<file path="config.mk">
export PLATFORM = sky130hd
export DESIGN_NAME = mhpq_cell
export DESIGN_NICKNAME = d
export VERILOG_FILES = /design/src/rtl/core/assert_macros.svh /design/src/rtl/core/mhpq_pkg.sv /design/src/rtl/core/mhpq_cell.sv
export SDC_FILE = /design/constraint.sdc
export NUM_CORES = 1
export LEC_CHECK = 0
export ABC_AREA = 1
export BUFFER_PORTS_ARGS = -buffer_cell sky130_fd_sc_hd__buf_2
export CAP_MARGIN = 20
export CORE_UTILIZATION = 44
export DETAILED_ROUTE_END_ITERATION = 8
export PLACE_DENSITY = 0.79
export SYNTH_ARGS = -nofsm -noshare
export SYNTH_HDL_FRONTEND = slang
export SYNTH_SLANG_ARGS = --single-unit
export TNS_END_PERCENT = 50
</file>
<file path="constraint.sdc">
create_clock -name clock -period 3.3 [get_ports clock]
set_clock_uncertainty 0.05 [all_clocks]
set_input_delay 0.66 -clock clock [delete_from_list [all_inputs] [get_ports clock]]
set_output_delay 0.66 -clock clock [all_outputs]
set_load 0.03 [all_outputs]
</file>
<file path="src/rtl/core/assert_macros.svh">
// ----------------------------------------------------------------------------
// assert_macros.svh
// shared assertion macros, clocked on clock and disabled during reset
// ----------------------------------------------------------------------------
`ifndef ASSERT_MACROS_SVH
`define ASSERT_MACROS_SVH

// plain property check
`define MHPQ_ASSERT(label, prop, msg) \
   label: assert property (@(posedge clock) disable iff (reset) (prop)) \
      else $error(msg);

// antecedent implies consequent in the same cycle
`define MHPQ_ASSERT_IMPLY(label, ante, cons, msg) \
   label: assert property (@(posedge clock) disable iff (reset) (ante) |-> (cons)) \
      else $error(msg);

`endif

</file>
<file path="src/rtl/core/mhpq_pkg.sv">
// ----------------------------------------------------------------------------
// mhpq_pkg
// shared types and constants of the max priority queue
// ----------------------------------------------------------------------------
package mhpq_pkg;

   localparam int CAPACITY        = 128;
   localparam int VALUE_WIDTH     = 32;
   localparam int IN_WIDTH        = 32;
   localparam int COUNT_OUT_WIDTH = 8;
   localparam int CNT_W           = $clog2(CAPACITY + 1);

   typedef logic signed [VALUE_WIDTH-1:0] value_type;
   typedef logic [CNT_W-1:0]              count_type;

   typedef enum logic {
      CMD_INSERT = 1'b0,
      CMD_REMOVE = 1'b1
   } cmd_type;

   // operation broadcast to every cell of the row
   typedef struct packed {
      logic      ins_en;
      logic      rem_en;
      value_type value;
   } cell_op_type;

   // keep the low bits of the input beat, sign-extended to the stored width
   function automatic value_type fit_value(input logic signed [IN_WIDTH-1:0] v);
      return VALUE_WIDTH'(v);
   endfunction

endpackage

</file>
<file path="src/rtl/core/mhpq_cell.sv">
// ----------------------------------------------------------------------------
// mhpq_cell
// one slot of the sorted entry row, largest entry at the head
// ----------------------------------------------------------------------------
module mhpq_cell import mhpq_pkg::*; (
   input  logic        clock,
   input  cell_op_type op,
   input  logic        occupied,
   input  logic        prev_place,
   input  value_type   prev_data,
   input  value_type   next_data,
   output logic        place,
   output value_type   data
);

   value_type data_ff;
   value_type data_in;

   // new value belongs at or ahead of this slot
   assign place = !occupied || (op.value > data_ff);

   always_comb begin
      data_in = data_ff;
      if (op.ins_en) begin
         if (prev_place) begin
            data_in = prev_data;
         end else if (place) begin
            data_in = op.value;
         end
      end else if (op.rem_en) begin
         data_in = next_data;
      end
   end

   always_ff @(posedge clock) begin
      data_ff <= data_in;
   end

   assign data = data_ff;

endmodule

</file>
==> key figures, run 1 <==
CTS
  – Post-CTS Setup Bufs: 0
  – Clock Tree Buf Depth: 2
  – Hold buffers post-CTS: 0
  – CTS clock-pin slew for the worst setup and hold paths: 70 ps
  – CTS Buf Count: 5
  – Clk_lat worst skew: 280 ps
  – H-tree Lvls: 2
  – TritonCTS clock tree: done
  – Root buffer cell: clkbuf_8
  – Post-CTS Resized: 0
  – CTS sink cnt: 32

Routing
  – Drt via density: 4.95
  – Initial DRC Count: 98
  – Routed wire length: 6.54 mm
  – Antenna Violating Nets Remaining: 0
  – Drt pass-1 iters: 4
  – DRC Markers: 0
  – Routed WL per cell: 12.4 microns
  – DR vias: 2621

Placement
  – PortBufs: 133
  – Final GP Congestion: 0.788
  – Pre-CTS setup slack: 456 ps
  – HPWL after DPL: 4.99 mm

Finish
  – Final net count: 591
  – Max FFs per register: 32
  – Layout cell share with drive strength beyond 1: 33.1%
  – Antenna cells: 0
  – Syn-to-layout area delta: 33.9%
  – Fillers: 513
  – Layout Utilization: 63.0%

Setup path
  – Critical Path AT: 2130 ps
  – Setup Crit Path Kind: input port to output pin
  – Nature of the critical path startpoint: input port
  – Crit path max fanout: 2
  – Critical path cell sequence: buf_2 -> ha_1 -> a21oi_1 -> nor2_1 -> nor2_1 -> nand3_1 -> a21oi_2 -> nand3_1 -> nand2_1 -> nand2_1 -> nand2_1 -> buf_2
  – WP buf/inv: 2
  – WP data required: 2590 ps
  – Most Frequent Cell on Critical Path: nand2_1
  – Largest delay share family, worst path: simple AND/OR/NAND/NOR gates
  – Crit. End Element: output pin
  – CP max stage cell: ha_1
  – Largest stage delay on the critical path: 300 ps

STA
  – Worst Slack Setup Final: 462 ps
  – Final hold slack: 608 ps
  – RSZ-0062 raised after global routing: no
  – Final hold violations: 0
  – Final setup TNS: 0 ps
  – Worst slew margin: 70.8%
  – Final Max Slew Viols: 0
  – Tmin final: 2840 ps
  – Final setup vio count: 0
  – Worst slew pin tran: 438 ps
  – Final period util: 86.0%
  – Achievable clock frequency: 352 MHz

Synth
  – Most used standard cell by instance count after synthesis: nand2_1
  – Register area share after synthesis: 38.7%
  – Synth Net Count: 458
  – Synth warnings: 0
  – Syn avg cell area: 7.63 sq um
  – Area contributors post-synth: edfxtp_1 (39%), ha_1 (16%), o21ai_0 (13%), nand2_1 (11%), inv_1 (6.5%)
  – Async set or reset register ratio after synthesis: 0%
  – Synth Register Bits: 32
  – Dominant cell type by area after synthesis: edfxtp_1
  – Most frequent cells after synthesis: nand2_1 (71), o21ai_0 (63), inv_1 (43), nor2_1 (42)
  – Top FF cell, synth: edfxtp_1
  – Mapped cell area: 2480 sq um
  – Post-Synthesis Cells: 325
  – Synth top area share: 38.7%
  – Post-synth EDFFs: 32
  – Library cells used by synthesis: 18

Power and ir drop
  – PD cells: 381 nW/um^2
  – Maximum vdd ir drop: 180 uV
  – Leakage: 1.76 nW

Floorplanning
  – Core Area: 5270 sq um
  – Initial Util: 47.1%
  – Die Span Y: 77.1 microns
  – # rows: 26
  – IO Pins: 134
  – Die Footprint: 5940 sq um
  – Die X: 77.1 microns

Global route
  – Met1 usage: 27.0%
  – Vias in the first global route: 2510
  – First-pass GRT wire length: 10.8 mm
  – Initial antenna violation count: 0
  – Largest net degree at the start of global routing: 35
  – Most used routing layer: met2
  – Global route total overflow: 0
  – Met2 Resource Use GR: 42.3%
  – Global Route Usage Sum: 23.1%
  – GR Util met3: 2.74%

Min path
  – Worst Hold Class: input port to flop

Outcome
  – Status: finished, final reports clean

Run
  – MaxCap Viol Count: 0
-- layer usage --
metal	vias up	part of all wire [%]
met4	0	2.0
li1	1346	-
met2	97	52
met5	-	0
met3	14	5.3
met1	1164	40
-- worst paths after layout --
path / depth (start not counted) / to / from / slack [ps]
setup / recovery: 12 / place / op[21] / 460
hold / removal: 3 / data[11] / next_data[11] / 610
setup reg to reg: 14 / data[19] / data[21] / 1030
hold reg to reg: 9 / data[1] / data[0] / 1290
-- report_power, final --
group          switching [mW]  internal [mW]
clock                   0.147          0.143
combinational           0.282          0.167
sequential             0.0217          0.505
total                   0.450          0.815
-- cells by family (layout without fill, tap and decap cells) --
kind of cell | count (synthesis) | in the layout | synth area share [%]
DFF | 32 | 32 | 38.7
adders and majority gates | 32 | 32 | 16.1
buffers and inverters | 55 | 189 | 8.32
and+or+nand+nor | 125 | 125 | 20.1
AOI/OAI and AO/OA | 81 | 81 | 16.7
-- cell type report --
| type | instances | area [sq um] | share of cell area [%] |
|---|---|---|---|
| inverters | 43 | 161 | 4.86 |
| repair buffers | 138 | 716 | 21.5 |
| multi-input cells | 238 | 1310 | 39.5 |
| clock inverters | 3 | 13.8 | 0.414 |
| well taps | 70 | 87.6 | 2.64 |
| clock buffers | 5 | 68.8 | 2.07 |
| flip-flops and latches | 32 | 961 | 28.9 |
-- worst reg2reg max path, delay by kind of cell (launching register included) --
kind / cells / cell delay [ps]
buffers and inverters: 3 / 370
DFF: 1 / 380
adders and majority gates: 1 / 230
and+or+nand+nor: 8 / 590
AOI/OAI and AO/OA: 2 / 320
-- through the flow --
step           cell area, sq um  cells  total power, mW
6_report                   3320    529             1.27
5_1_grt                    3320    529             1.36
4_1_cts                    3320    529             1.28
3_5_place_dp               3240    521            0.987
3_3_place_gp               3240    521            0.973
2_1_floorplan              2480    325            0.820
-- layout by cell type (no fill, tap or decap) --
master	count
clkbuf_8	5
o21a_2	1
nand3_1	4
or2_2	1
o21ai_1	3
nand2_1	71
buf_4	4
clkinv_1	1
clkinv_2	2
o21ai_0	63
nor2_2	2
a21oi_1	12
buf_2	133
nand4_1	3
edfxtp_1	32
a21oi_2	1
ha_1	32
nor3_2	1
buf_12	1
inv_1	43
nor2_1	42
a21o_1	1
nand2_2	1
Power figures use the tool's default switching activity.
==> run 2, diff against run 1 <==
- CORE_UTILIZATION: 44 -> 49
- PLACE_DENSITY: 0.79 -> 0.87
- SLEW_MARGIN: unset -> 0
- clock period: 3.3 -> 3.4 ns (I/O delays scaled with it)
==> run 2 against run 1 <==
  * Utilization grew 5.8 points
  * Cell area decreased by 0.79%
  * Sequential share of layout area rose by 0.23 points
  * Total power is 2.8% lower
  * Global-route usage is 3.1 points higher
  * Clock-buffer cell count is 2 higher
  * Via count increased by 1.3%
  * First-iteration DRC count rose by 48%
  * Largest cell class unchanged
  * Largest power group unchanged
==> key figures, run 2 (same netlist as run 1, synthesis figures left out) <==
STA
  – RSZ-0062 raised after global routing: no (unchanged)
  – Worst slew margin: 30.3% (was 70.8%)
  – Final period util: 86.2%
  – Final setup vio count: 0 (unchanged)
  – Tmin final: 2930 ps
  – Worst slew pin tran: 1050 ps (was 438 ps)
  – Final Max Slew Viols: 0 (unchanged)
  – Achievable clock frequency: 341 MHz
  – Final setup TNS: 0 ps (unchanged)
  – Final hold violations: 0 (unchanged)
  – Worst Slack Setup Final: 468 ps (was 462 ps)

CTS
  – TritonCTS clock tree: done (unchanged)
  – CTS sink cnt: 32 (unchanged)
  – Post-CTS Resized: 0 (unchanged)
  – H-tree Lvls: 2 (unchanged)
  – CTS clock-pin slew for the worst setup and hold paths: 70 ps (about the same)
  – Root buffer cell: clkbuf_8 (unchanged)
  – Hold buffers post-CTS: 0 (unchanged)
  – Clock Tree Buf Depth: 2 (unchanged)
  – Clk_lat worst skew: 280 ps (about the same)
  – Post-CTS Setup Bufs: 0 (unchanged)
  – CTS Buf Count: 5 (unchanged)

Floorplanning
  – Core Area: 4790 sq um (was 5270 sq um)
  – IO Pins: 134 (unchanged)
  – Initial Util: 51.8% (was 47.1%)
  – Die X: 73.2 microns (was 77.1 microns)
  – Die Footprint: 5350 sq um (was 5940 sq um)
  – Die Span Y: 73.2 microns (was 77.1 microns)
  – # rows: 25 (was 26)

Min path
  – WHS Endpoint: data[7] (was data[11])
  – Min-Delay Startpoint: next_data[7] (was next_data[11])
  – Worst Hold Class: input port to flop (unchanged)
  – Hold path cells: 3 (unchanged)

Setup path
  – Critical Path AT: 2200 ps (was 2130 ps)
  – Nature of the critical path startpoint: input port (unchanged)
  – Reg2reg start: data[31] (was data[21])
  – Most Frequent Cell on Critical Path: nand2_1 (unchanged)
  – Setup Crit Path Kind: input port to output pin (unchanged)
  – Crit path max fanout: 4 (was 2)
  – WP buf/inv: 2 (unchanged)
  – Worst r2r path cells: 15 (was 14)
  – Critical path cell sequence: buf_2 -> ha_1 -> nand2_1 -> nor2_2 -> nand2_2 -> nor2_2 -> nand2_1 -> nand2_1 -> nand2_1 -> nand2_1 -> nand2_1 -> nand2_1 -> buf_2 (was buf_2 -> ha_1 -> a21oi_1 -> nor2_1 -> nor2_1 -> nand3_1 -> a21oi_2 -> nand3_1 -> nand2_1 -> nand2_1 -> nand2_1 -> buf_2)
  – WP data required: 2670 ps (was 2590 ps)
  – Crit. End Element: output pin (unchanged)
  – Largest delay share family, worst path: simple AND/OR/NAND/NOR gates (unchanged)
  – Reg-to-reg setup timing slack: 980 ps (was 1030 ps)
  – Largest stage delay on the critical path: 350 ps (was 300 ps)
  – CP max stage cell: ha_1 (unchanged)
  – Worst r2r dst: data[11] (was data[19])

Finish
  – Antenna cells: 0 (unchanged)
  – Commonest non-fill, non-tap cells in the layout: buf_2 (133), nand2_1 (71), o21ai_0 (63) (unchanged)
  – Most common cell after layout, fill and taps aside: buf_2 (unchanged)
  – Layout cell share with drive strength beyond 1: 32.5% (was 33.1%)
  – Max FFs per register: 32 (unchanged)
  – Syn-to-layout area delta: 32.8% (was 33.9%)
  – Final net count: 590 (was 591)

Global route
  – Initial antenna violation count: 0 (unchanged)
  – Vias in the first global route: 2557 (was 2510)
  – First-pass GRT wire length: 10.8 mm (about the same)
  – Global Route Usage Sum: 26.2% (was 23.1%)
  – Global route total overflow: 0 (unchanged)
  – Largest net degree at the start of global routing: 35 (unchanged)

Power and ir drop
  – PD cells: 373 nW/um^2 (was 381 nW/um^2)
  – Switching part of the total: 35.5% (was 35.6%)
  – Clock power share: 22.6% (was 22.9%)
  – Sequential power share: 41.6% (about the same)
  – Psw: 0.437 mW (was 0.450 mW)
  – P_int: 0.794 mW (was 0.815 mW)
  – Logic pwr share: 35.8% (was 35.5%)
  – Maximum vdd ir drop: 221 uV (was 180 uV)
  – Leakage: 1.75 nW (was 1.76 nW)

Routing
  – Antenna Violating Nets Remaining: 0 (unchanged)
  – Routed wire length: 6.75 mm (was 6.54 mm)
  – Initial DRC Count: 145 (was 98)
  – Drt pass-1 iters: 4 (unchanged)
  – Drt via density: 5.06 (was 4.95)
  – DRC Markers: 0 (unchanged)
  – DR vias: 2656 (was 2621)
  – Routed WL per cell: 12.9 microns (was 12.4 microns)

Run
  – MaxCap Viol Count: 0 (unchanged)

Placement
  – Pre-CTS setup slack: 496 ps (was 456 ps)
  – PortBufs: 133 (unchanged)
  – HPWL after DPL: 5.10 mm (was 4.99 mm)
  – Final GP Congestion: 0.804 (was 0.788)

Outcome
  – Status: finished, final reports clean (unchanged)
==> run 2: cell types whose count changed in the layout (fill, tap and decap cells not counted) <==
cell and delta:
clkbuf_1 +2, clkinv_2 -2, buf_12 -1
==> run 2: area by class of cell <==
| cell class | instances | area (sq um) |
|---|---|---|
| Timing Repair Buffer | 137 | 696 |
| Sequential cell | 32 | 961 |
| Clock buffer | 7 | 76.3 |
| Multi-Input combinational cell | 238 | 1310 |
| Tap cell | 67 | 83.8 |
| Inverter | 43 | 161 |
| Fill cell | 431 | 1490 |
| Clock inverter | 1 | 3.75 |
==> run 2: worst min-delay path: cells and delay by family <==
family | cells | cell delay [ps]
and+or+nand+nor | 1 | 40
buffers and inverters | 1 | 70
AOI/OAI and AO/OA | 1 | 60
==> run 2: how the worst max path moves through the flow <==
stage	slack, ps	start	cells after the start	endpoint
finish	470	op[31]	13	place
global route	350	op[31]	13	place
CTS	460	op[31]	13	place
detailed placement	500	op[31]	11	place
global placement	530	op[31]	13	place
floorplan	600	op[31]	13	data[0]
==> run 2: per-layer routing <==
metal / vias up / routed length [microns] / GRT usage, % / part of all wire, %
met5: - / 0 / 0 / 0
met4: 0 / 86 / 9.37 / 1.3
met3: 10 / 343 / 2.90 / 5.1
met2: 98 / 3610 / 49.6 / 53
met1: 1208 / 2720 / 30.0 / 40
li1: 1340 / - / - / -
==> run 2: stage by stage <==
stage               util (%)  instances  hold slack (ps)  total power [mW]  cell area [sq um]
global placement        67.2        517              906             0.941               3220
global route            68.9        525              642              1.31               3300
finish                  68.9        525              636              1.23               3300
CTS                     68.9        525              630              1.24               3300
detailed placement      67.2        517              917             0.960               3220
floorplan                  -        325              821             0.796               2480
==> run 2: power groups by stage <==
stage	Combinational [mW]	Sequential, mW	Clock [mW]
global placement	0.423	0.518	0
CTS	0.443	0.511	0.284
floorplan	0.189	0.607	0
detailed placement	0.440	0.520	0
finish	0.441	0.512	0.278
global route	0.491	0.516	0.298
