===== config.mk =====
export PLATFORM = sky130hd
export DESIGN_NAME = mhpq_ctrl
export DESIGN_NICKNAME = d
export VERILOG_FILES = /design/src/rtl/core/mhpq_pkg.sv /design/src/rtl/core/mhpq_ctrl.sv
export VERILOG_INCLUDE_DIRS = /design/src /design/src/rtl/core
export SDC_FILE = /design/constraint.sdc
export NUM_CORES = 1
export LEC_CHECK = 0
export BUFFER_PORTS_ARGS = -buffer_cell sky130_fd_sc_hd__clkbuf_2
export CAP_MARGIN = 25
export CORE_ASPECT_RATIO = 1.1
export CORE_MARGIN = 10
export CORE_UTILIZATION = 35
export DETAILED_ROUTE_END_ITERATION = 10
export HOLD_SLACK_MARGIN = 0.1
export PLACE_DENSITY_LB_ADDON = 0.08
export SYNTH_ARGS = -nofsm -noshare
export SYNTH_HDL_FRONTEND = slang
export SYNTH_SLANG_ARGS = --single-unit

===== constraint.sdc =====
create_clock -name clock -period 3.27 [get_ports clock]
set_input_delay 0.327 -clock clock [delete_from_list [all_inputs] [get_ports clock]]
set_output_delay 0.327 -clock clock [all_outputs]
set_load 0.005 [all_outputs]

===== src/rtl/core/assert_macros.svh =====
// ----------------------------------------------------------------------------
// assert_macros.svh
// shared assertion macros, clocked on clock and disabled during reset
// ----------------------------------------------------------------------------
`ifndef ASSERT_MACROS_SVH
`define ASSERT_MACROS_SVH

// plain property check
`define MHPQ_ASSERT(label, prop, msg) \
   label: assert property (@(posedge clock) disable iff (reset) (prop)) \
      else $error(msg);

// antecedent implies consequent in the same cycle
`define MHPQ_ASSERT_IMPLY(label, ante, cons, msg) \
   label: assert property (@(posedge clock) disable iff (reset) (ante) |-> (cons)) \
      else $error(msg);

`endif


===== src/rtl/core/mhpq_pkg.sv =====
// ----------------------------------------------------------------------------
// mhpq_pkg
// shared types and constants of the max priority queue
// ----------------------------------------------------------------------------
package mhpq_pkg;

   localparam int CAPACITY        = 128;
   localparam int VALUE_WIDTH     = 32;
   localparam int IN_WIDTH        = 32;
   localparam int COUNT_OUT_WIDTH = 8;
   localparam int CNT_W           = $clog2(CAPACITY + 1);

   typedef logic signed [VALUE_WIDTH-1:0] value_type;
   typedef logic [CNT_W-1:0]              count_type;

   typedef enum logic {
      CMD_INSERT = 1'b0,
      CMD_REMOVE = 1'b1
   } cmd_type;

   // operation broadcast to every cell of the row
   typedef struct packed {
      logic      ins_en;
      logic      rem_en;
      value_type value;
   } cell_op_type;

   // keep the low bits of the input beat, sign-extended to the stored width
   function automatic value_type fit_value(input logic signed [IN_WIDTH-1:0] v);
      return VALUE_WIDTH'(v);
   endfunction

endpackage


===== src/rtl/core/mhpq_ctrl.sv =====
// ----------------------------------------------------------------------------
// mhpq_ctrl
// command capture, entry count and result register
// ----------------------------------------------------------------------------
`include "assert_macros.svh"

module mhpq_ctrl import mhpq_pkg::*; (
   input  logic                              clock,
   input  logic                              reset,
   input  logic                              start,
   output logic                              busy,
   input  logic                              req_cmd,
   input  logic signed [IN_WIDTH-1:0]        req_value,
   input  value_type                         head_data,
   output cell_op_type                       cell_op,
   output count_type                         count,
   output logic                              rsp_strobe,
   output logic signed [IN_WIDTH-1:0]        rsp_max_value,
   output logic                              rsp_removed_valid,
   output logic                              rsp_underflow,
   output logic                              rsp_overflow,
   output logic [COUNT_OUT_WIDTH-1:0]        rsp_entry_count
);

   logic       accept;
   logic       busy_ff, busy_in;
   cmd_type    cmd_ff;
   value_type  value_ff;
   count_type  count_ff, count_in;
   logic       full, empty, ins_ok, rem_ok, under, over;

   logic                              rsp_strobe_ff;
   logic signed [IN_WIDTH-1:0]        rsp_max_value_ff;
   logic                              rsp_removed_valid_ff;
   logic                              rsp_underflow_ff;
   logic                              rsp_overflow_ff;
   logic [COUNT_OUT_WIDTH-1:0]        rsp_entry_count_ff;

   assign accept  = start && !busy_ff;
   assign busy_in = accept;

   assign full   = (count_ff == count_type'(CAPACITY));
   assign empty  = (count_ff == '0);
   assign ins_ok = busy_ff && (cmd_ff == CMD_INSERT) && !full;
   assign rem_ok = busy_ff && (cmd_ff == CMD_REMOVE) && !empty;
   assign under  = busy_ff && (cmd_ff == CMD_REMOVE) && empty;
   assign over   = busy_ff && (cmd_ff == CMD_INSERT) && full;

   always_comb begin
      count_in = count_ff;
      if (ins_ok) begin
         count_in = count_ff + 1'b1;
      end else if (rem_ok) begin
         count_in = count_ff - 1'b1;
      end
   end

   assign cell_op.ins_en = ins_ok;
   assign cell_op.rem_en = rem_ok;
   assign cell_op.value  = value_ff;

   always_ff @(posedge clock) begin
      if (reset) begin
         busy_ff       <= 1'b0;
         count_ff      <= '0;
         rsp_strobe_ff <= 1'b0;
      end else begin
         busy_ff       <= busy_in;
         count_ff      <= count_in;
         rsp_strobe_ff <= busy_ff;
      end
   end

   always_ff @(posedge clock) begin
      if (accept) begin
         cmd_ff   <= cmd_type'(req_cmd);
         value_ff <= fit_value(req_value);
      end
      rsp_max_value_ff     <= rem_ok ? IN_WIDTH'(head_data) : '0;
      rsp_removed_valid_ff <= rem_ok;
      rsp_underflow_ff     <= under;
      rsp_overflow_ff      <= over;
      rsp_entry_count_ff   <= COUNT_OUT_WIDTH'(count_in);
   end

   assign busy              = busy_ff;
   assign count             = count_ff;
   assign rsp_strobe        = rsp_strobe_ff;
   assign rsp_max_value     = rsp_max_value_ff;
   assign rsp_removed_valid = rsp_removed_valid_ff;
   assign rsp_underflow     = rsp_underflow_ff;
   assign rsp_overflow      = rsp_overflow_ff;
   assign rsp_entry_count   = rsp_entry_count_ff;

   `MHPQ_ASSERT(a_count_range, count_ff <= count_type'(CAPACITY), "entry count above capacity")
   `MHPQ_ASSERT(a_busy_then_rsp, busy_ff |=> rsp_strobe_ff, "busy cycle not followed by result")
   `MHPQ_ASSERT_IMPLY(a_one_flag, rsp_strobe_ff, !(rsp_removed_valid_ff && rsp_underflow_ff) && !(rsp_removed_valid_ff && rsp_overflow_ff) && !(rsp_underflow_ff && rsp_overflow_ff), "more than one result flag")
   `MHPQ_ASSERT_IMPLY(a_remove_dec, rsp_strobe_ff && rsp_removed_valid_ff, count_ff == count_type'($past(count_ff) - 1'b1), "remove did not drop the count")

endmodule


==> run_results.csv, run 1 <==
group,metric,value,unit
status,status,"complete, no violations",
clocking,worst_setup_hold_path_clk_slew,0.09,ns
clocking,cts.sinks,86,
job,drv.max_cap_violation_count,0,
pwr,powerDensity,542,nW/um^2
timing,post-route-min-period,2.44,ns
place,dp_slack,1.15,ns
timing,fin_crit_sh,74.7,%
critical_path,cp_data_arrival_time,2.12,ns
logic_synthesis,sequential_fraction_of_the_synthesis_area,71.4,%
floorplan,die-area,12200,sq um
critical_path,critical-path-slowest-cell,"sky130_fd_sc_hd__dfxtp_1",
drt,detailed_route_wire_length,7320,um
timing,final_number_of_setup_violating_endpoints,0,
final_layout,fillCellCount,770,
critical_path,required,2.94,ns
logic_synthesis,ys_seq_elements,86,
clocking,h-tree-depth,3,
clocking,cts_resized,0,
logic_synthesis,async_flop_share,0,%
final_layout,syn_to_final_growth,36.9,%
floorplan,rows,34,
global_routing,gr-usage-all-layers,11.7,%
drt,drtPass1Iterations,4,
drt,final_antenna_net_count,0,
clocking,cts.hold.buffers_added,0,
final_layout,finish.net_count,428,
clocking,clock_tree_from_tritoncts,"built",
timing,rsz0062_at_grt,"no",
critical_path,timing.critical_path.slowest_cell_delay,0.47,ns
critical_path,criticalPathCategory,"reg -> out",
clocking,clock_latency,0.34,ns
logic_synthesis,postSynthAreaPerCell,14.4,sq um
timing,fin_ws,0.827,ns
critical_path,critPathTopFamily,"buffers and inverters",
pwr,max-vdd-ir-drop,0.000285,V
drt,drt-vias-per-instance,4.25,
critical_path,timing.critical_path.to_type,"output port",
global_routing,grt_first_pass_wirelength,11200,um
logic_synthesis,syn_inst,200,
logic_synthesis,syn-cell-area,2870,sq um
timing,final-hold-violation-count,0,
timing,fin_setup_tns,0,ns
critical_path,worst_path_bufs_invs,3,
drt,num_vias,1996,
global_routing,grt_start_max_net_pins,39,
floorplan,initial_core_util,36.1,%
timing,slew_viol_final,0,
logic_synthesis,synth_enable_flop_cells,33,
final_layout,insertedDiodeCount,0,
global_routing,globalRouteOverflowTotal,0,
timing,setup_skew,0.0104,ns
global_routing,grt_pass1_vias,2096,
pwr,leakagePower,0.00185,uW
global_routing,antenna_violations_before_repair,0,
clocking,tritoncts_buffer_count,9,
timing,timing.fmax,409,MHz
critical_path,crit_fanout,38,
critical_path,path_cells,"inv_1 -> ha_1 -> nor4b_4 -> a21oi_2 -> buf_4 -> clkbuf_2",
clocking,clockBufferDepth,2,
place,hpwlAfterDp,5850,um
drt,avgRoutedWirePerCell,15.6,um
logic_synthesis,synth_nets,271,
place,place.port_buffers,154,
floorplan,boundaryPins,155,
logic_synthesis,ys_warn_count,0,
hold_path,min-delay-path-class,"in -> reg",
floorplan,die_width,106,um
timing,relSlewSlack,73.3,%
logic_synthesis,synthDistinctLibCells,40,
final_layout,postLayoutCoreUtil,49.4,%
floorplan,chipHeight,115,um
logic_synthesis,synthFlopType,"sky130_fd_sc_hd__dfxtp_1",
drt,initialDrtViolationCount,43,
timing,worstMarginPinSlew,0.400,ns
final_layout,post_route_cells_drive_above_1_share,51.1,%
floorplan,coreArea,7960,sq um
clocking,cts-root-buf,"sky130_fd_sc_hd__clkbuf_8",
clocking,cts_setup_buffers,0,
critical_path,start_kind,"flop",
place,weighted_congestion_at_the_end_of_routability_driven_global_placement,0.754,
drt,drcViolationCount,0,
[cell usage after synthesis (2+ instances only)]
cell type                   n  area [sq um]
sky130_fd_sc_hd__nor2_1    12          45.0
sky130_fd_sc_hd__nand2_1    4          15.0
sky130_fd_sc_hd__mux2_2     5          56.3
sky130_fd_sc_hd__nand2b_1   2          12.5
sky130_fd_sc_hd__nor3_1     3          15.0
sky130_fd_sc_hd__buf_4      2          15.0
sky130_fd_sc_hd__nor2b_1    8          50.1
sky130_fd_sc_hd__ha_1       3          37.5
sky130_fd_sc_hd__and2_1    32           200
sky130_fd_sc_hd__buf_6      4          45.0
sky130_fd_sc_hd__a21oi_1    3          15.0
sky130_fd_sc_hd__o31ai_1    2          15.0
sky130_fd_sc_hd__dfxtp_1   53          1060
sky130_fd_sc_hd__inv_1      2          7.51
sky130_fd_sc_hd__xnor2_1    5          43.8
sky130_fd_sc_hd__clkbuf_1   4          15.0
sky130_fd_sc_hd__edfxtp_1  33           991
[registers in the layout, indices dropped and copies added (netlist names)]
signal / count
rsp_max_value: 32
rsp_underflow: 1
rsp_overflow: 1
rsp_entry_count: 8
count: 8
rsp_strobe: 1
rsp_removed_valid: 1
value_ff: 32
cmd_ff: 1
busy: 1
[stage by stage]
stage / power, uW / cell area [sq um] / instances / hold slack [ns]
finish: 2130 / 3930 / 470 / 0.152
CTS: 2170 / 3930 / 470 / 0.132
global placement: 1390 / 3720 / 454 / 0.505
global route: 2230 / 3930 / 470 / 0.124
detailed placement: 1390 / 3720 / 454 / 0.506
floorplan: 1290 / 2870 / 200 / 0.426
[worst paths after layout]
path	from	end	slack [ns]	depth (start not counted)
worst min-delay path	req_value[29]	value_ff[29]	0.15	1
worst max register to register	count[0]	count[3]	1.14	7
worst max-delay path	count[0]	cell_op[32]	0.83	6
worst min register to register	count[6]	rsp_entry_count[6]	0.58	1
[metal layers]
layer / track usage [%] / vias to the layer above / part of all wire, %
li1: - / 999 / -
met5: 0 / - / 0
met2: 19.4 / 90 / 50
met3: 7.61 / 8 / 13
met4: 4.25 / 0 / 1.4
met1: 11.5 / 899 / 36
[worst register-to-register path, stage by stage, from the launching register on]
cell	delay, ns
sky130_fd_sc_hd__dfxtp_1	0.39
sky130_fd_sc_hd__inv_1	0.16
sky130_fd_sc_hd__ha_1	0.25
sky130_fd_sc_hd__nor4b_4	0.30
sky130_fd_sc_hd__a21oi_2	0.12
sky130_fd_sc_hd__buf_4	0.25
sky130_fd_sc_hd__a22oi_2	0.22
sky130_fd_sc_hd__mux2_2	0.35
[layout by cell type (no fill, tap or decap), types with 2 or more instances in the layout]
cell	count
sky130_fd_sc_hd__inv_1	2
sky130_fd_sc_hd__buf_4	2
sky130_fd_sc_hd__nor2b_1	7
sky130_fd_sc_hd__xnor2_1	5
sky130_fd_sc_hd__clkbuf_1	2
sky130_fd_sc_hd__nor2_1	12
sky130_fd_sc_hd__clkbuf_2	154
sky130_fd_sc_hd__o31ai_1	2
sky130_fd_sc_hd__dfxtp_1	53
sky130_fd_sc_hd__nor3_1	3
sky130_fd_sc_hd__nand2_1	4
sky130_fd_sc_hd__clkbuf_8	9
sky130_fd_sc_hd__nand2b_1	2
sky130_fd_sc_hd__a21oi_1	2
sky130_fd_sc_hd__mux2_2	5
sky130_fd_sc_hd__ha_1	3
sky130_fd_sc_hd__edfxtp_1	33
sky130_fd_sc_hd__and2_1	32
[area by class of cell]
type / count / area, sq um / share of cell area, %
clock buffer: 12 / 156 / 3.98
tap: 108 / 135 / 3.44
multi-input combinational: 102 / 744 / 18.9
inverter: 2 / 7.51 / 0.191
timing repair buffer: 156 / 786 / 20.0
clock inverter: 4 / 52.6 / 1.34
sequential: 86 / 2050 / 52.2
[cells by family after synthesis]
group	synth area share (%)
buf+inv	2.87
simple gates	16.1
mux	2.83
flops	71.4
xor+xnor	1.83
fa+ha+maj	1.31
compound gates	3.61
[power breakdown]
| group | leakage, uW | internal, uW | switching, uW |
|---|---|---|---|
| clock | 0.000103 | 404 | 369 |
| combinational | 0.000996 | 91.8 | 84.3 |
| sequential | 0.000746 | 1160 | 22.0 |
| total | 0.00185 | 1660 | 475 |
(Power assumes the default switching activity.)
==> run 2: changes to the inputs <==
--- a/config.mk
+++ b/config.mk
@@ -6,6 +6,7 @@
 export SDC_FILE = /design/constraint.sdc
 export NUM_CORES = 1
 export LEC_CHECK = 0
+export ABC_AREA = 1
 export BUFFER_PORTS_ARGS = -buffer_cell sky130_fd_sc_hd__clkbuf_2
 export CAP_MARGIN = 25
 export CORE_ASPECT_RATIO = 1.1
==> constraint.sdc (replaced) <==
create_clock -name clock -period 2.25 [get_ports clock]
set_input_delay 0.225 -clock clock [delete_from_list [all_inputs] [get_ports clock]]
set_output_delay 0.225 -clock clock [all_outputs]
set_load 0.005 [all_outputs]
==> run 2 against run 1 <==
Net effect: sequential power up 47%; cell count increased by 30%; worst hold slack worse by 0.024 ns; critical path type unchanged.
==> run_results.csv, run 2 <==
group,metric,value,unit
clocking,cts_setup_buffers,0,
logic_synthesis,postSynthAreaPerCell,10.6,sq um
drt,avgRoutedWirePerCell,14.2,um
final_layout,layout.cells.most_common_list,"154 x sky130_fd_sc_hd__clkbuf_2, 65 x sky130_fd_sc_hd__dlygate4sd3_1, 53 x sky130_fd_sc_hd__dfxtp_1, 49 x sky130_fd_sc_hd__inv_1, 47 x sky130_fd_sc_hd__nor2_1",
global_routing,busiest_layer,"met2",
critical_path,worst_path_bufs_invs,4,
logic_synthesis,async_flop_share,0,%
logic_synthesis,synth-simple-area-share,18.2,%
critical_path,required,2.03,ns
critical_path,crit_fanout,5,
global_routing,gr-usage-all-layers,14.1,%
drt,drtPass1Iterations,4,
logic_synthesis,synth_top_area_cell,"sky130_fd_sc_hd__dfxtp_1",
clocking,cts-root-buf,"sky130_fd_sc_hd__clkbuf_8",
logic_synthesis,synth_mux_area_share,0,%
logic_synthesis,syn_inst,272,
timing,fin_setup_tns,0,ns
drt,num_vias,2526,
clocking,tritoncts_buffer_count,9,
critical_path,critical-path-slowest-cell,"sky130_fd_sc_hd__dfxtp_1",
logic_synthesis,synth_adder_area_share,1.30,%
place,weighted_congestion_at_the_end_of_routability_driven_global_placement,0.854,
place,post_dp_cell_area,3770,sq um
clocking,clock_tree_from_tritoncts,"built",
pwr,switchingPower,794,uW
timing,rsz0062_at_grt,"no",
timing,timing.fmax,546,MHz
pwr,powerDensity,680,nW/um^2
timing,final-hold-violation-count,0,
pwr,leakagePower,0.00239,uW
status,status,"complete, no violations",
floorplan,die-area,12300,sq um
global_routing,grt_pass1_vias,2608,
clocking,clockBufferDepth,2,
clocking,cts.sinks,86,
clocking,worst_setup_hold_path_clk_slew,0.08,ns
floorplan,die_width,107,um
logic_synthesis,synth.most_common_cell,"sky130_fd_sc_hd__dfxtp_1",
final_layout,post_route_cells_drive_above_1_share,37.6,%
critical_path,criticalPathCategory,"reg -> out",
floorplan,rows,34,
critical_path,start_kind,"flop",
global_routing,global_route.usage.met3,6.21,%
global_routing,globalRouteOverflowTotal,0,
place,place.port_buffers,154,
pwr,p_int,2330,uW
timing,worstMarginPinSlew,0.401,ns
drt,drcViolationCount,0,
timing,fin_crit_sh,81.4,%
timing,setup_skew,0.0111,ns
final_layout,finish.net_count,569,
critical_path,timing.critical_path.to_type,"output port",
logic_synthesis,main_combinational_cell_family_by_area_after_synthesis,"simple AND/OR/NAND/NOR gates",
timing,final_number_of_setup_violating_endpoints,0,
logic_synthesis,ys_top_cells_by_area,"sky130_fd_sc_hd__dfxtp_1 37%, sky130_fd_sc_hd__edfxtp_1 34%, sky130_fd_sc_hd__inv_1 6.2%",
timing,relSlewSlack,73.3,%
pwr,clock_power_share,30.4,%
logic_synthesis,sequential_fraction_of_the_synthesis_area,71.1,%
drt,drt-vias-per-instance,4.13,
place,hpwlAfterDp,6290,um
pwr,power_frac_comb,14.0,%
drt,detailed_route_wire_length,8660,um
critical_path,cp_data_arrival_time,1.61,ns
floorplan,chipHeight,115,um
global_routing,global_route.usage.met2,25.6,%
final_layout,postLayoutCoreUtil,57.8,%
floorplan,initial_core_util,36.3,%
hold_path,min-delay-path-class,"in -> reg",
logic_synthesis,synth.top_cells.by_count,"53 x sky130_fd_sc_hd__dfxtp_1, 48 x sky130_fd_sc_hd__inv_1, 48 x sky130_fd_sc_hd__nor2_1",
logic_synthesis,synthFlopType,"sky130_fd_sc_hd__dfxtp_1",
logic_synthesis,synth_enable_flop_cells,33,
logic_synthesis,ys_seq_elements,86,
drt,initialDrtViolationCount,53,
job,drv.max_cap_violation_count,0,
logic_synthesis,share_of_the_synthesized_area_in_compound_gates_ao_oa_aoi_oai,0.694,%
pwr,fraction_of_power_spent_switching_nets,25.4,%
global_routing,use_met1,14.6,%
critical_path,timing.critical_path.slowest_cell_delay,0.40,ns
global_routing,grt_start_max_net_pins,34,
critical_path,crit_top_cell,"sky130_fd_sc_hd__inv_1",
logic_synthesis,xor_xnor_fraction_of_synth_area,0.607,%
final_layout,layout.cells.most_common,"sky130_fd_sc_hd__clkbuf_2",
pwr,sequentialPowerShare,55.6,%
global_routing,grt_first_pass_wirelength,13700,um
final_layout,insertedDiodeCount,0,
critical_path,path_cells,"inv_1 -> ha_1 -> inv_1 -> nor2_4 -> nand2_2 -> nand2_4 -> inv_4 -> clkbuf_2",
logic_synthesis,ys_warn_count,0,
timing,slew_viol_final,0,
timing,post-route-min-period,1.83,ns
logic_synthesis,synthDominantCellAreaShare,36.8,%
global_routing,antenna_violations_before_repair,0,
drt,final_antenna_net_count,0,
floorplan,boundaryPins,155,
clocking,h-tree-depth,3,
clocking,clock_latency,0.34,ns
final_layout,syn_to_final_growth,59.3,%
logic_synthesis,syn-cell-area,2880,sq um
logic_synthesis,synth_nets,343,
clocking,cts_resized,0,
floorplan,coreArea,7960,sq um
logic_synthesis,synthDistinctLibCells,21,
critical_path,critPathTopFamily,"flip-flops",
final_layout,layout.cell_area.non_filler,4600,sq um
pwr,max-vdd-ir-drop,0.000305,V
run 2: cell types whose count changed after synthesis, moves of 5 or more:
cell | previous run | this run
sky130_fd_sc_hd__inv_1 | 2 | 48
sky130_fd_sc_hd__nand2_1 | 4 | 41
sky130_fd_sc_hd__xnor2_1 | 5 | 0
sky130_fd_sc_hd__mux2_2 | 5 | 0
sky130_fd_sc_hd__and2_1 | 32 | 0
sky130_fd_sc_hd__nor2_1 | 12 | 48
sky130_fd_sc_hd__nor2b_1 | 8 | 0
sky130_fd_sc_hd__nand3_1 | 1 | 9
sky130_fd_sc_hd__nand2_2 | 0 | 6
run 2: kinds of logic (layout without fill, tap and decap cells):
logic type | count (synthesis) | after routing
fa+ha+maj | 3 | 3
simple gates | 119 | 119
buf+inv | 58 | 289
compound gates | 4 | 4
flops | 86 | 86
xor+xnor | 2 | 2
run 2: worst register-to-register path, cell delays in order (launching register included):
cell and delay, ns:
sky130_fd_sc_hd__dfxtp_1 0.33, sky130_fd_sc_hd__inv_1 0.14, sky130_fd_sc_hd__ha_1 0.19, sky130_fd_sc_hd__inv_1 0.07, sky130_fd_sc_hd__nor2_4 0.12, sky130_fd_sc_hd__nand2_2 0.11
sky130_fd_sc_hd__nand2_2 0.11, sky130_fd_sc_hd__buf_4 0.32, sky130_fd_sc_hd__nor2_1 0.09
run 2: path summary, 6_finish.rpt:
check / startpoint / end / slack [ns] / cells past startpoint
setup / recovery: count[1] / cell_op[33] / 0.42 / 8
hold / removal: start / busy / 0.13 / 3
hold reg to reg: busy / busy / 0.53 / 1
setup reg to reg: count[0] / rsp_max_value[2] / 0.66 / 8
run 2: area by class of cell:
| class | count | area [sq um] |
|---|---|---|
| clock inverters | 7 | 47.5 |
| inverters | 52 | 198 |
| fillers | 738 | 3360 |
| multi-input cells | 128 | 603 |
| repair buffers | 221 | 1440 |
| flip-flops and latches | 86 | 2050 |
| clock buffers | 9 | 124 |
| well taps | 108 | 135 |
run 2: power by group through the flow:
stage	clock [uW]	combinational, uW	sequential [uW]
2_1_floorplan	0	156	1780
3_3_place_gp	0	348	1770
3_5_place_dp	0	349	1780
4_1_cts	1010	444	1740
5_1_grt	1080	492	1750
6_report	950	438	1740
run 2: metrics by stage:
step	setup WS [ns]	instances	total power (uW)	hold slack, ns
finish	0.418	611	3130	0.128
global route	0.279	611	3320	0.115
CTS	0.395	611	3190	0.101
detailed placement	0.655	530	2120	0.404
global placement	0.665	530	2120	0.402
floorplan	0.0688	272	1940	0.324
run 2: timing repair:
item | CTS | global route
hold endpoints to repair | 65 | 0
endpoints found under the setup margin | 0 | 0
hold buffers | 65 | 0
run 2: metal layers:
metal | up-vias | wire (um) | share of wire [%]
met2 | 93 | 4570 | 53
met4 | 0 | 105 | 1.2
met5 | - | 0 | 0
li1 | 1286 | - | -
met3 | 8 | 738 | 8.5
met1 | 1139 | 3250 | 38
==> run 3: changes to the inputs <==
==> constraint.sdc (replaced) <==
create_clock -name clock -period 1.74 [get_ports clock]
set_input_delay 0.174 -clock clock [delete_from_list [all_inputs] [get_ports clock]]
set_output_delay 0.174 -clock clock [all_outputs]
set_load 0.005 [all_outputs]
==> run 3 against run 2 <==
Net effect: sequential cell count unchanged; sequential power rose by 29%; clock power rose by 41%; critical path depth did not move; combinational power up 37%; via count up 0.79%; setup slack worse by 0.31 ns; total power up 34%; critical path type unchanged; largest cell class unchanged.
==> run_results.csv, run 3 (synthesized netlist as in run 2, its figures left out) <==
group,metric,value,unit
status,status,"complete, no violations",
floorplan,die_width,107,um
floorplan,rows,34,
drt,drcViolationCount,0,
floorplan,chipHeight,115,um
job,drv.max_cap_violation_count,0,
drt,avgRoutedWirePerCell,13.9,um
place,dp_slack,0.205,ns
critical_path,start_kind,"flop",
critical_path,critPathTopFamily,"flip-flops",
drt,detailed_route_wire_length,8570,um
pwr,max-vdd-ir-drop,0.000461,V
floorplan,initial_core_util,36.3,%
pwr,sequentialPowerShare,53.7,%
critical_path,worst_path_bufs_invs,4,
hold_path,min-delay-path-class,"in -> reg",
final_layout,post_route_cells_drive_above_1_share,39.5,%
global_routing,gr-usage-all-layers,13.7,%
timing,final_number_of_setup_violating_endpoints,0,
final_layout,insertedDiodeCount,0,
timing,relSlewSlack,73.4,%
critical_path,number_of_cells_on_the_worst_reg_to_reg_path,10,
clocking,clock_latency,0.34,ns
critical_path,critical-path-slowest-cell,"sky130_fd_sc_hd__dfxtp_2",
final_layout,fillCellCount,674,
floorplan,die-area,12300,sq um
global_routing,grt_first_pass_wirelength,13300,um
final_layout,finish.net_count,575,
floorplan,boundaryPins,155,
timing,timing.fmax,613,MHz
final_layout,final-seq-area,2060,sq um
final_layout,layout.cells.most_common,"sky130_fd_sc_hd__clkbuf_2",
final_layout,syn_to_final_growth,63.2,%
timing,worstMarginPinSlew,0.400,ns
pwr,switchingPower,1020,uW
pwr,power_frac_comb,14.3,%
global_routing,antenna_violations_before_repair,0,
pwr,clock_power_share,32.0,%
pwr,fraction_of_power_spent_switching_nets,24.5,%
drt,drtPass1Iterations,4,
critical_path,required,1.57,ns
floorplan,coreArea,7960,sq um
place,hpwlAfterDp,6350,um
clocking,cts-root-buf,"sky130_fd_sc_hd__clkbuf_8",
timing,fin_crit_sh,93.8,%
drt,final_antenna_net_count,0,
pwr,p_int,3160,uW
final_layout,layout.cells.most_common_list,"154 x sky130_fd_sc_hd__clkbuf_2, 66 x sky130_fd_sc_hd__dlygate4sd3_1, 50 x sky130_fd_sc_hd__dfxtp_1, 46 x sky130_fd_sc_hd__nor2_1, 46 x sky130_fd_sc_hd__inv_1",
clocking,tritoncts_buffer_count,9,
place,weighted_congestion_at_the_end_of_routability_driven_global_placement,0.847,
final_layout,multiInputGateArea,618,sq um
critical_path,timing.critical_path.slowest_cell_delay,0.35,ns
timing,post-route-min-period,1.63,ns
global_routing,grt_start_max_net_pins,34,
critical_path,timing.critical_path.to_type,"output port",
timing,fin_setup_tns,0,ns
clocking,clockBufferDepth,2,
timing,fin_ws,0.108,ns
timing,final-hold-violation-count,0,
critical_path,path_cells,"inv_4 -> ha_2 -> inv_1 -> nor2_4 -> nand2_4 -> nand2_4 -> inv_4 -> clkbuf_2",
timing,rsz0062_at_grt,"no",
hold_path,min_delay_path_depth,2,
critical_path,cp_num_cells,8,
place,place.port_buffers,154,
drt,drt-vias-per-instance,4.13,
critical_path,cp_data_arrival_time,1.46,ns
critical_path,criticalPathCategory,"reg -> out",
clocking,cts.sinks,86,
clocking,clock_tree_from_tritoncts,"built",
pwr,powerDensity,889,nW/um^2
global_routing,grt_pass1_vias,2654,
drt,initialDrtViolationCount,100,
clocking,worst_setup_hold_path_clk_slew,0.08,ns
drt,num_vias,2546,
timing,setup_skew,0.0113,ns
pwr,leakagePower,0.00244,uW
timing,slew_viol_final,0,
clocking,h-tree-depth,3,
global_routing,globalRouteOverflowTotal,0,
critical_path,crit_fanout,5,
run 3: cell count changes in the layout (fill, tap and decap cells not counted), moves of 2 or more:
cell                       change
sky130_fd_sc_hd__dfxtp_2       +3
sky130_fd_sc_hd__inv_1         -3
sky130_fd_sc_hd__buf_4         +4
sky130_fd_sc_hd__dfxtp_1       -3
sky130_fd_sc_hd__clkinv_4      +2
run 3: per-layer routing:
metal	share of wire [%]	global-route usage, %
met1	40	14.9
met2	51	23.3
met3	7.5	4.98
met4	1.7	6.23
met5	0	0
run 3: repair_timing:
action,in CTS,in global routing
endpoints found under the hold margin,66,0
hold buffers,66,0
buffers inserted,1,3
gates resized for setup,3,7
pin swaps,0,2
endpoints found under the setup margin,2,2
run 3: cell type report:
type,count,share of cell area [%]
Clock buffer,11,3.46
Clock inverter,5,0.824
Multi-Input combinational cell,128,13.1
Sequential cell,86,43.7
Tap cell,108,2.87
Inverter,52,4.25
Timing Repair Buffer,227,31.8
run 3: path summary, 6_finish.rpt:
path / from / to / slack (ns)
worst min register to register: busy / busy / 0.53
worst max-delay path: count[0] / cell_op[33] / 0.11
worst min-delay path: reset / count[3] / 0.16
worst max register to register: count[0] / count[0] / 0.19
run 3: power groups by stage:
stage	combinational, uW	clock (uW)	sequential (uW)
CTS	585	1420	2250
finish	598	1340	2250
floorplan	203	0	2300
global route	671	1500	2260
detailed placement	457	0	2290
global placement	455	0	2290
run 3: worst register-to-register path, stage by stage, from the launching register on:
cell and delay, ns:
sky130_fd_sc_hd__dfxtp_2 0.35, sky130_fd_sc_hd__inv_4 0.08, sky130_fd_sc_hd__ha_2 0.17, sky130_fd_sc_hd__inv_1 0.06, sky130_fd_sc_hd__nor2_4 0.12, sky130_fd_sc_hd__buf_4 0.13
sky130_fd_sc_hd__nand2_2 0.08, sky130_fd_sc_hd__nand2_2 0.13, sky130_fd_sc_hd__nand2_1 0.08, sky130_fd_sc_hd__xor2_1 0.17, sky130_fd_sc_hd__nor2_1 0.06
run 3: stage by stage:
stage | utilization, % | instances | area, sq um | total power, uW | hold slack, ns
CTS | 58.7 | 614 | 4670 | 4250 | 0.155
detailed placement | 47.7 | 531 | 3790 | 2750 | 0.353
floorplan | - | 272 | 2890 | 2510 | 0.273
finish | 59.2 | 617 | 4710 | 4190 | 0.162
global route | 59.2 | 617 | 4710 | 4440 | 0.180
global placement | 47.7 | 531 | 3790 | 2750 | 0.351
